`src/rtl/bra_pkg.sv`:
```
// Shared types and constants for the bitmap run allocator.
// No dependencies; used by bra_run_find and bitmap_run_allocator.
`default_nettype none

package bra_pkg;

    localparam int BYTE_BITS  = 8;
    localparam int WORD_BITS  = 32;
    localparam int WORD_BYTES = WORD_BITS / BYTE_BITS;
    localparam int POS_W      = $clog2(WORD_BITS);      // bit position inside a word
    localparam int IDX_W      = 10;                     // bit_index width
    localparam int RUN_LEN_W  = 11;                     // run_length width
    localparam int IDX_BYTES  = (2 ** IDX_W) / BYTE_BITS; // bytes reachable by bit_index
    localparam int CFG_W      = 8;                      // bytes_in_use width
    localparam int SWORD_W    = 7;                      // scan word index, up to 255 bytes
    localparam int SBYTE_W    = SWORD_W + 2;            // scan byte index
    localparam int RUN_W      = 12;                     // run counter, holds up to 2040 bits

    localparam logic [BYTE_BITS-1:0] FULL_BYTE     = 8'hff;
    localparam logic [CFG_W-1:0]     BYTES_AT_RESET = 8'd128;

    typedef enum logic [1:0] {
        CMD_CLEAR = 2'd0,
        CMD_TEST  = 2'd1,
        CMD_WRITE = 2'd2,
        CMD_SCAN  = 2'd3
    } cmd_t;

    typedef struct packed {
        logic [1:0]           command;
        logic [IDX_W-1:0]     bit_index;
        logic                 bit_value;
        logic [RUN_LEN_W-1:0] run_length;
    } in_item_t;

    typedef struct packed {
        logic             found;
        logic [IDX_W-1:0] start_index;
        logic             bit_state;
    } out_item_t;

    // result of looking at one 32-bit word of the map
    typedef struct packed {
        logic             hit;
        logic [POS_W-1:0] end_pos;
        logic [RUN_W-1:0] carry_next;
    } find_t;

endpackage

`default_nettype wire

```
`src/rtl/bra_run_find.sv`:
```
// Run finder for one 32-bit map word: first position where the free run reaches the target.
// Depends on bra_pkg.
`default_nettype none

module bra_run_find (
    input  wire logic [bra_pkg::WORD_BITS-1:0] used_word,
    input  wire logic [bra_pkg::RUN_W-1:0]     carry_in,
    input  wire logic [bra_pkg::RUN_LEN_W-1:0] want,
    output bra_pkg::find_t                      result
);

    logic [bra_pkg::RUN_W-1:0] run_len [bra_pkg::WORD_BITS];
    logic [bra_pkg::WORD_BITS-1:0] reach;

    // run ending at each bit: distance to the last used bit at or below it,
    // or the carried run plus the bits so far when the word is free up to there
    always_comb begin
        logic                     any_used;
        logic [bra_pkg::POS_W-1:0] last_used;
        for (int j = 0; j < bra_pkg::WORD_BITS; j++) begin
            any_used  = 1'b0;
            last_used = '0;
            for (int k = 0; k <= j; k++) begin
                if (used_word[k]) begin
                    any_used  = 1'b1;
                    last_used = bra_pkg::POS_W'(k);
                end
            end
            if (any_used) begin
                run_len[j] = bra_pkg::RUN_W'(j) - bra_pkg::RUN_W'(last_used);
            end else begin
                run_len[j] = carry_in + bra_pkg::RUN_W'(j + 1);
            end
            reach[j] = (run_len[j] >= bra_pkg::RUN_W'(want));
        end
    end

    always_comb begin
        result.hit        = |reach;
        result.end_pos    = '0;
        result.carry_next = run_len[bra_pkg::WORD_BITS-1];
        for (int j = bra_pkg::WORD_BITS - 1; j >= 0; j--) begin
            if (reach[j]) begin
                result.end_pos = bra_pkg::POS_W'(j);
            end
        end
    end

endmodule

`default_nettype wire

```
`src/rtl/bitmap_run_allocator.sv`:
```
// Bitmap run allocator top level: map storage, command sequencer, result register.
// Depends on bra_pkg and bra_run_find.
//
// Usage:
//  - s_valid/s_ready/s_data take one command item: clear all, test bit, write bit,
//    or first-fit scan for run_length free bits. Each item yields one result item
//    on m_valid/m_ready/m_data (found, start_index, bit_state).
//  - cfg_wr_en/cfg_wr_data write bytes_in_use (bytes managed, clamped to MAP_BYTES);
//    write it only while the block is idle.
//  - Clear goes straight to the result; test and write read the map word on accept,
//    then take the access step (map write or bit test) before the result. Scan reads
//    the 32-bit map words in turn and checks each in the shared run finder on the map
//    read port, up to the word that completes the run or the last managed word.
//  - The block takes one item at a time; s_ready is high only when idle, so a new
//    item is taken only after the last one's result has been loaded into the output
//    register. A finished result waits there, so the next item is accepted while
//    the receiver stalls; that item's result is held until the register empties.
//  - Reset: bytes_in_use returns to 128 and the whole map reads as free at once
//    (per-byte valid flags), so no clearing pass is needed.
`default_nettype none

module bitmap_run_allocator #(
    parameter int MAP_BYTES = 128
) (
    input  wire logic                      aclk,
    input  wire logic                      aresetn,
    input  wire logic                      s_valid,
    output logic                           s_ready,
    input  wire bra_pkg::in_item_t         s_data,
    output logic                           m_valid,
    input  wire logic                      m_ready,
    output bra_pkg::out_item_t             m_data,
    input  wire logic                      cfg_wr_en,
    input  wire logic [bra_pkg::CFG_W-1:0] cfg_wr_data
);

    // only the first 1024 bits can ever be written; bytes past that read as free
    localparam int PHYS_BYTES = (MAP_BYTES < bra_pkg::IDX_BYTES) ? MAP_BYTES
                                                                : bra_pkg::IDX_BYTES;
    localparam int PHYS_WORDS = (PHYS_BYTES + bra_pkg::WORD_BYTES - 1) / bra_pkg::WORD_BYTES;
    localparam int AW         = (PHYS_WORDS > 1) ? $clog2(PHYS_WORDS) : 1;
    localparam int VB_W       = (PHYS_BYTES > 1) ? $clog2(PHYS_BYTES) : 1;
    localparam int WB         = bra_pkg::WORD_BITS;
    localparam int BB         = bra_pkg::BYTE_BITS;

    typedef enum logic [3:0] {
        ST_IDLE   = 4'b0001,
        ST_ACCESS = 4'b0010,
        ST_SCAN   = 4'b0100,
        ST_FINISH = 4'b1000
    } state_t;

    state_t state_reg, state_next;

    logic [bra_pkg::CFG_W-1:0]     bytes_in_use_reg, bytes_in_use_next;
    logic [1:0]                    cmd_reg, cmd_next;
    logic [bra_pkg::IDX_W-1:0]     acc_idx_reg, acc_idx_next;
    logic                          acc_val_reg, acc_val_next;
    logic [bra_pkg::RUN_LEN_W-1:0] want_reg, want_next;
    logic [bra_pkg::SWORD_W-1:0]   iw_reg, iw_next;         // next word to read
    logic [bra_pkg::SWORD_W-1:0]   proc_w_reg, proc_w_next; // word in rd_data_reg
    logic [bra_pkg::RUN_W-1:0]     carry_reg, carry_next;   // free run entering the word
    logic                          res_found_reg, res_found_next;
    logic                          res_bit_reg, res_bit_next;
    logic                          scan_hit_reg, scan_hit_next;
    logic [bra_pkg::RUN_W-1:0]     end_reg, end_next;       // last bit of the found run
    logic                          m_valid_reg, m_valid_next;
    bra_pkg::out_item_t            m_data_reg, m_data_next;

    // per-byte valid flags: an invalid byte reads as all free
    logic [PHYS_BYTES-1:0] byte_vld_reg;

    // map storage
    logic [WB-1:0] mem [PHYS_WORDS];
    logic [WB-1:0] rd_data_reg;
    logic          mem_re, mem_we;
    logic [AW-1:0] mem_raddr, mem_waddr;
    logic [WB-1:0] mem_wdata;

    logic                        accept;
    logic                        clr_all;
    logic [bra_pkg::CFG_W-1:0]   managed;
    logic [bra_pkg::SWORD_W-1:0] nwords;
    logic                        acc_in_range;
    logic [WB-1:0]               acc_word;
    logic [WB-1:0]               scan_word;
    logic [WB-1:0]               bit_mask;
    bra_pkg::find_t              find;

    assign accept  = s_valid && s_ready;
    assign s_ready = (state_reg == ST_IDLE);
    assign m_valid = m_valid_reg;
    assign m_data  = m_data_reg;

    // managed size; bytes_in_use is at most 255 so the clamp result fits 8 bits
    assign managed = (32'(bytes_in_use_reg) > MAP_BYTES) ? bra_pkg::CFG_W'(MAP_BYTES)
                                                         : bytes_in_use_reg;
    assign nwords  = bra_pkg::SWORD_W'((9'(managed) + 9'd3) >> 2);

    assign acc_in_range = (32'(acc_idx_reg[bra_pkg::IDX_W-1:3]) < PHYS_BYTES);

    // word being tested or written, invalid bytes shown as free
    always_comb begin
        logic [6:0] g;
        for (int b = 0; b < bra_pkg::WORD_BYTES; b++) begin
            g = {acc_idx_reg[bra_pkg::IDX_W-1:bra_pkg::POS_W], 2'(b)};
            if ((32'(g) < PHYS_BYTES) && byte_vld_reg[VB_W'(g)]) begin
                acc_word[b*BB +: BB] = rd_data_reg[b*BB +: BB];
            end else begin
                acc_word[b*BB +: BB] = '0;
            end
        end
    end

    // word under scan: bytes past the managed size count as used so no run crosses them
    always_comb begin
        logic [bra_pkg::SBYTE_W-1:0] g;
        for (int b = 0; b < bra_pkg::WORD_BYTES; b++) begin
            g = {proc_w_reg, 2'(b)};
            if (g >= bra_pkg::SBYTE_W'(managed)) begin
                scan_word[b*BB +: BB] = bra_pkg::FULL_BYTE;
            end else if ((32'(g) < PHYS_BYTES) && byte_vld_reg[VB_W'(g)]) begin
                scan_word[b*BB +: BB] = rd_data_reg[b*BB +: BB];
            end else begin
                scan_word[b*BB +: BB] = '0;
            end
        end
    end

    bra_run_find u_find (
        .used_word (scan_word),
        .carry_in  (carry_reg),
        .want      (want_reg),
        .result    (find)
    );

    assign bit_mask  = WB'(1) << acc_idx_reg[bra_pkg::POS_W-1:0];
    assign mem_wdata = acc_val_reg ? (acc_word | bit_mask) : (acc_word & ~bit_mask);
    assign mem_waddr = AW'(acc_idx_reg[bra_pkg::IDX_W-1:bra_pkg::POS_W]);
    assign mem_we    = (state_reg == ST_ACCESS) && (cmd_reg == bra_pkg::CMD_WRITE)
                       && acc_in_range;

    // read port: command word on accept, then one word per cycle while scanning
    always_comb begin
        mem_re    = 1'b0;
        mem_raddr = '0;
        if (accept) begin
            if (s_data.command == bra_pkg::CMD_SCAN) begin
                mem_re = 1'b1;
            end else begin
                mem_re    = 32'(s_data.bit_index[bra_pkg::IDX_W-1:3]) < PHYS_BYTES;
                mem_raddr = AW'(s_data.bit_index[bra_pkg::IDX_W-1:bra_pkg::POS_W]);
            end
        end else if (state_reg == ST_SCAN) begin
            mem_re    = 32'(iw_reg) < PHYS_WORDS;
            mem_raddr = AW'(iw_reg);
        end
    end

    always_ff @(posedge aclk) begin
        if (mem_we) begin
            mem[mem_waddr] <= mem_wdata;
        end
        if (mem_re) begin
            rd_data_reg <= mem[mem_raddr];
        end
    end

    // sequencer
    always_comb begin
        state_next        = state_reg;
        bytes_in_use_next = cfg_wr_en ? cfg_wr_data : bytes_in_use_reg;
        cmd_next          = cmd_reg;
        acc_idx_next      = acc_idx_reg;
        acc_val_next      = acc_val_reg;
        want_next         = want_reg;
        iw_next           = iw_reg;
        proc_w_next       = proc_w_reg;
        carry_next        = carry_reg;
        res_found_next    = res_found_reg;
        res_bit_next      = res_bit_reg;
        scan_hit_next     = scan_hit_reg;
        end_next          = end_reg;
        m_valid_next      = m_valid_reg && !m_ready;
        m_data_next       = m_data_reg;
        clr_all           = 1'b0;

        unique case (state_reg)
            ST_IDLE: begin
                if (accept) begin
                    cmd_next       = s_data.command;
                    acc_idx_next   = s_data.bit_index;
                    acc_val_next   = s_data.bit_value;
                    want_next      = s_data.run_length;
                    res_found_next = 1'b1;
                    res_bit_next   = 1'b0;
                    scan_hit_next  = 1'b0;
                    unique case (bra_pkg::cmd_t'(s_data.command))
                        bra_pkg::CMD_CLEAR: begin
                            clr_all    = 1'b1;
                            state_next = ST_FINISH;
                        end
                        bra_pkg::CMD_TEST, bra_pkg::CMD_WRITE: begin
                            state_next = ST_ACCESS;
                        end
                        bra_pkg::CMD_SCAN: begin
                            if ((s_data.run_length == '0) || (managed == '0)) begin
                                res_found_next = 1'b0;
                                state_next     = ST_FINISH;
                            end else begin
                                iw_next     = bra_pkg::SWORD_W'(1);
                                proc_w_next = '0;
                                carry_next  = '0;
                                state_next  = ST_SCAN;
                            end
                        end
                        default: state_next = ST_IDLE;
                    endcase
                end
            end
            ST_ACCESS: begin
                if (cmd_reg == bra_pkg::CMD_TEST) begin
                    res_bit_next = acc_in_range
                                   && acc_word[acc_idx_reg[bra_pkg::POS_W-1:0]];
                end
                state_next = ST_FINISH;
            end
            ST_SCAN: begin
                if (find.hit) begin
                    scan_hit_next  = 1'b1;
                    end_next       = {proc_w_reg, find.end_pos};
                    res_found_next = 1'b1;
                    state_next     = ST_FINISH;
                end else if (proc_w_reg == nwords - bra_pkg::SWORD_W'(1)) begin
                    res_found_next = 1'b0;
                    state_next     = ST_FINISH;
                end else begin
                    carry_next  = find.carry_next;
                    proc_w_next = iw_reg;
                    iw_next     = iw_reg + bra_pkg::SWORD_W'(1);
                end
            end
            ST_FINISH: begin
                if (!m_valid_reg || m_ready) begin
                    m_valid_next          = 1'b1;
                    m_data_next.found     = res_found_reg;
                    m_data_next.bit_state = res_bit_reg;
                    m_data_next.start_index = scan_hit_reg
                        ? bra_pkg::IDX_W'(end_reg + bra_pkg::RUN_W'(1)
                                          - bra_pkg::RUN_W'(want_reg))
                        : '0;
                    state_next = ST_IDLE;
                end
            end
            default: state_next = ST_IDLE;
        endcase
    end

    always_ff @(posedge aclk) begin
        if (!aresetn) begin
            state_reg        <= ST_IDLE;
            bytes_in_use_reg <= bra_pkg::BYTES_AT_RESET;
            m_valid_reg      <= 1'b0;
        end else begin
            state_reg        <= state_next;
            bytes_in_use_reg <= bytes_in_use_next;
            m_valid_reg      <= m_valid_next;
        end
    end

    always_ff @(posedge aclk) begin
        cmd_reg       <= cmd_next;
        acc_idx_reg   <= acc_idx_next;
        acc_val_reg   <= acc_val_next;
        want_reg      <= want_next;
        iw_reg        <= iw_next;
        proc_w_reg    <= proc_w_next;
        carry_reg     <= carry_next;
        res_found_reg <= res_found_next;
        res_bit_reg   <= res_bit_next;
        scan_hit_reg  <= scan_hit_next;
        end_reg       <= end_next;
        m_data_reg    <= m_data_next;
    end

    // valid flags: reset drops them all, clear-all drops those of the managed bytes, a write marks its whole word
    always_ff @(posedge aclk) begin
        if (!aresetn) begin
            byte_vld_reg <= '0;
        end else begin
            for (int i = 0; i < PHYS_BYTES; i++) begin
                if (clr_all && (i < 32'(managed))) begin
                    byte_vld_reg[i] <= 1'b0;
                end else if (mem_we
                             && ((i / bra_pkg::WORD_BYTES)
                                 == 32'(acc_idx_reg[bra_pkg::IDX_W-1:bra_pkg::POS_W]))) begin
                    byte_vld_reg[i] <= 1'b1;
                end
            end
        end
    end

`ifndef SYNTHESIS
    // one item at a time: an accepted item keeps the input closed next cycle
    a_busy_after_accept: assert property (@(posedge aclk) disable iff (!aresetn)
        accept |=> !s_ready)
        else $error("input open right after an accepted item");

    // the scan never runs past the last managed word
    a_scan_in_bounds: assert property (@(posedge aclk) disable iff (!aresetn)
        (state_reg == ST_SCAN) |-> (proc_w_reg < nwords))
        else $error("scan word beyond managed size");

    // the carried free run cannot exceed the managed bit count
    a_carry_bound: assert property (@(posedge aclk) disable iff (!aresetn)
        (state_reg == ST_SCAN) |-> (carry_reg <= bra_pkg::RUN_W'({managed, 3'b000})))
        else $error("free run longer than the map");

    // a finished result waits while the output register is still full
    a_finish_holds: assert property (@(posedge aclk) disable iff (!aresetn)
        (state_reg == ST_FINISH && m_valid_reg && !m_ready) |=> (state_reg == ST_FINISH))
        else $error("result dropped while output stalled");
`endif

endmodule

`default_nettype wire
```
`config.mk`:
```
export PLATFORM = sky130hd
export DESIGN_NAME = bitmap_run_allocator
export DESIGN_NICKNAME = d
export VERILOG_FILES = /design/src/rtl/bra_pkg.sv /design/src/rtl/bra_run_find.sv /design/src/rtl/bitmap_run_allocator.sv
export SDC_FILE = /design/constraint.sdc
export NUM_CORES = 2
export LEC_CHECK = 0
export BUFFER_PORTS_ARGS = -buffer_cell sky130_fd_sc_hd__buf_2
export CORE_ASPECT_RATIO = 0.75
export CORE_UTILIZATION = 35
export CTS_CLUSTER_DIAMETER = 50
export CTS_CLUSTER_SIZE = 30
export DETAILED_ROUTE_END_ITERATION = 12
export MAX_ROUTING_LAYER = met4
export SLEW_MARGIN = 20
export SYNTH_ARGS = -nofsm -noshare
export SYNTH_HDL_FRONTEND = slang
export SYNTH_SLANG_ARGS = --single-unit
```
`constraint.sdc`:
```
create_clock -name aclk -period 9.3 [get_ports aclk]
set_clock_uncertainty 0.1 [all_clocks]
set_input_delay 0.465 -clock aclk [delete_from_list [all_inputs] [get_ports aclk]]
set_output_delay 0.465 -clock aclk [all_outputs]
set_load 0.05 [all_outputs]
```
==> reports/metrics.csv <==
metric,value,unit
setup TNS,0,ns
Min-Delay Path Class,input pin to flip-flop,
Detail Placement HPWL,162,mm
I/O pins,51,
final standard cell utilization of the core,39.7,%
outcome,finished with violations,
clock root buffer,clkbuf_16,
die height,390,um
1st-pass router iterations,12,
arrival time of data at the critical path endpoint,9.07,ns
leading cell type by number of instances after synthesis,edfxtp_1,
largest buffer count on any clock path,3,
Placement Rows,141,
final routed DRC violation total,15,
Sequential cell area,36800,sq um
final global-route overflow total,0,
Wirelength per Cell,27.8,um
unrepaired setup endpoints after global routing,no,
number of flip-flops under the largest register name,1024,
first-iteration detailed-routing DRC count,7486,
CTS buffer count,101,
core region area,198000,sq um
standby leakage power,28.2,nW
violated checks,design-rule violations,
number of hold violations in the final report,0,
WS Path Type,flip-flop to flip-flop,
origin of the worst setup path,bytes_in_use_reg[7]$_SDFFE_PN1P_,
number of clock sinks,1272,
Total Wirelength,254,mm
total routing usage reported by global routing,25.2,%
P per Cell Area,167,nW/um^2
clock latency at the later pin of the worst-skew pair,0.75,ns
share of cells above drive strength 1,11.2,%
area enclosed by the die boundary,202000,sq um
count of buffers from port buffering,50,
Layout area overhead,12.2,%
number of enable-type register cells in the synthesized netlist,1131,
kind of launch point of the worst setup path,flip-flop,
CP Data Required Time,9.63,ns
startpoint of the worst hold path,cfg_wr_en,
TritonCTS clock tree,done,
max-capacitance violation count,0,
count of final setup violators,0,
number of vias after detailed routing,55100,
GPL Wtd Cong,1.05,
starting density of the core,35.4,%
average cell area after synthesis,11.0,sq um
proportion of netlist area held by the largest area contributor,48.4,%
worst rel slew slack,9.94,%
antenna violation net count after detailed routing,0,
post-layout net count,6855,
minimum hold slack,0.0829,ns
width of the die,519,um
"top cells by area, synth","edfxtp_1 48%, ha_1 7.6%, nand2_1 4.2%",
multi-input logic area,32300,sq um
number of max-slew violations in the final report,0,
count of H-tree levels built during CTS,3,
worst supply voltage drop on vdd,163,uV
total number of yosys warnings,0,
top cell types by occurrence after synthesis,"1131 x edfxtp_1, 785 x nand2_1, 564 x nor2_1",
register bit total from synthesis,1272,
synthesized net count,6865,
slew at the pin closest to its max-slew limit,1.34,ns
number of antenna violations at the first check in global routing,17,
proportion of synthesized flip-flops having asynchronous set or reset,0,%
upper clock frequency limit,0.114,GHz
global-route wire length before repair,364,mm
crit-path max cell delay,1.02,ns
fraction of the cycle the final worst path needs,94.0,%
Via density,6.04,
number of global-route vias before repair,50600,
Synth Flop Type,edfxtp_1,
"Slowest-stage cell, CP",a31oi_1,
RR Startpoint,bytes_in_use_reg[7]$_SDFFE_PN1P_,
share of synthesized area occupied by flip-flops and latches,52.4,%
count of distinct cell types in the synthesized netlist,93,
fillers,18900,
category of the worst setup path capture point,flip-flop,
clock-pin transition on the worst setup and hold timing paths,0.08,ns
Syn Std Cell Area,70200,sq um
gate count after technology mapping,6401,
pin count of the biggest net entering global routing,137,
cell type with the highest aggregate area in the netlist,edfxtp_1,
critical path peak fanout,26,
post-layout min period,8.74,ns
## where the power goes
part           switching (mW)  total [mW]  internal [mW]
clock network            2.33        4.65           2.32
logic                    1.39        2.12          0.728
registers               0.120        6.33           6.21
## worst max-delay path: cells and delay by family, from the launching register on
family	cells	cell delay (ns)
AO/OA/AOI/OAI	11	3.61
adder cells (fa/ha/maj)	2	0.58
buffers and inverters	5	0.97
flip-flops	1	0.65
AND/OR/NAND/NOR	9	2.47
## layout by cell type, fill, tap and decap left out, types with 162 or more instances in the layout
cell type  instances
a21oi_1          334
a211oi_1         378
nand2_1          784
nor2_1           532
buf_4            198
o21ai_0          218
xnor2_1          162
ha_1             426
a31oi_1          171
and2_1           296
edfxtp_1        1131
## final cells by class
class | instances | share of cell area (%)
multi-input cells | 4633 | 41.0
clock inverters | 83 | 1.23
diodes | 11 | 0.0350
well taps | 2645 | 4.20
flip-flops and latches | 1272 | 46.7
repair buffers | 309 | 3.16
inverters | 74 | 0.353
clock buffers | 106 | 3.29
## logic make-up after synthesis
group | share of synthesized area [%]
xor+xnor | 3.47
simple gates | 13.2
buf+inv | 2.72
mux | 3.03
fa+ha+maj | 7.62
flops | 52.4
compound gates | 17.5
## timing repair
| item | in CTS | in global routing |
|---|---|---|
| buffers inserted | 0 | 2 |
| hold buffers | 35 | 0 |
| resized for setup | 0 | 2 |
| hold endpoints to repair | 34 | 0 |
| setup endpoints to repair | 0 | 26 |
## metrics by stage
step	total power [mW]	cell area, sq um	setup slack (ns)	cells
final	13.1	78700	0.555	9133
after global routing	13.5	78700	0.0389	9126
after CTS	13.1	78500	0.561	9105
after detailed placement	8.51	74600	0.641	8881
after global placement	8.49	74600	0.722	8880
after floorplan	7.75	70200	1.88	6401
## metal layers
layer,GRT usage [%],wire length (um),part of all wire (%)
met5,-,0,0
met4,6.21,6170,2.4
met3,5.28,28800,11
met2,34.0,103000,40
met1,37.8,117000,46
## path summary, 6_finish.rpt
kind,slack (ns),endpoint,depth (start not counted)
worst max-delay path,0.56,carry_reg[2]$_SDFFCE_PN0P_,27
worst min-delay path,0.08,bytes_in_use_reg[1]$_SDFFE_PN0P_,3
worst max register to register,0.56,carry_reg[2]$_SDFFCE_PN0P_,27
worst min register to register,0.34,m_data[0]$_DFFE_PP_,0
Note: power is estimated with default switching activity, not from simulation.
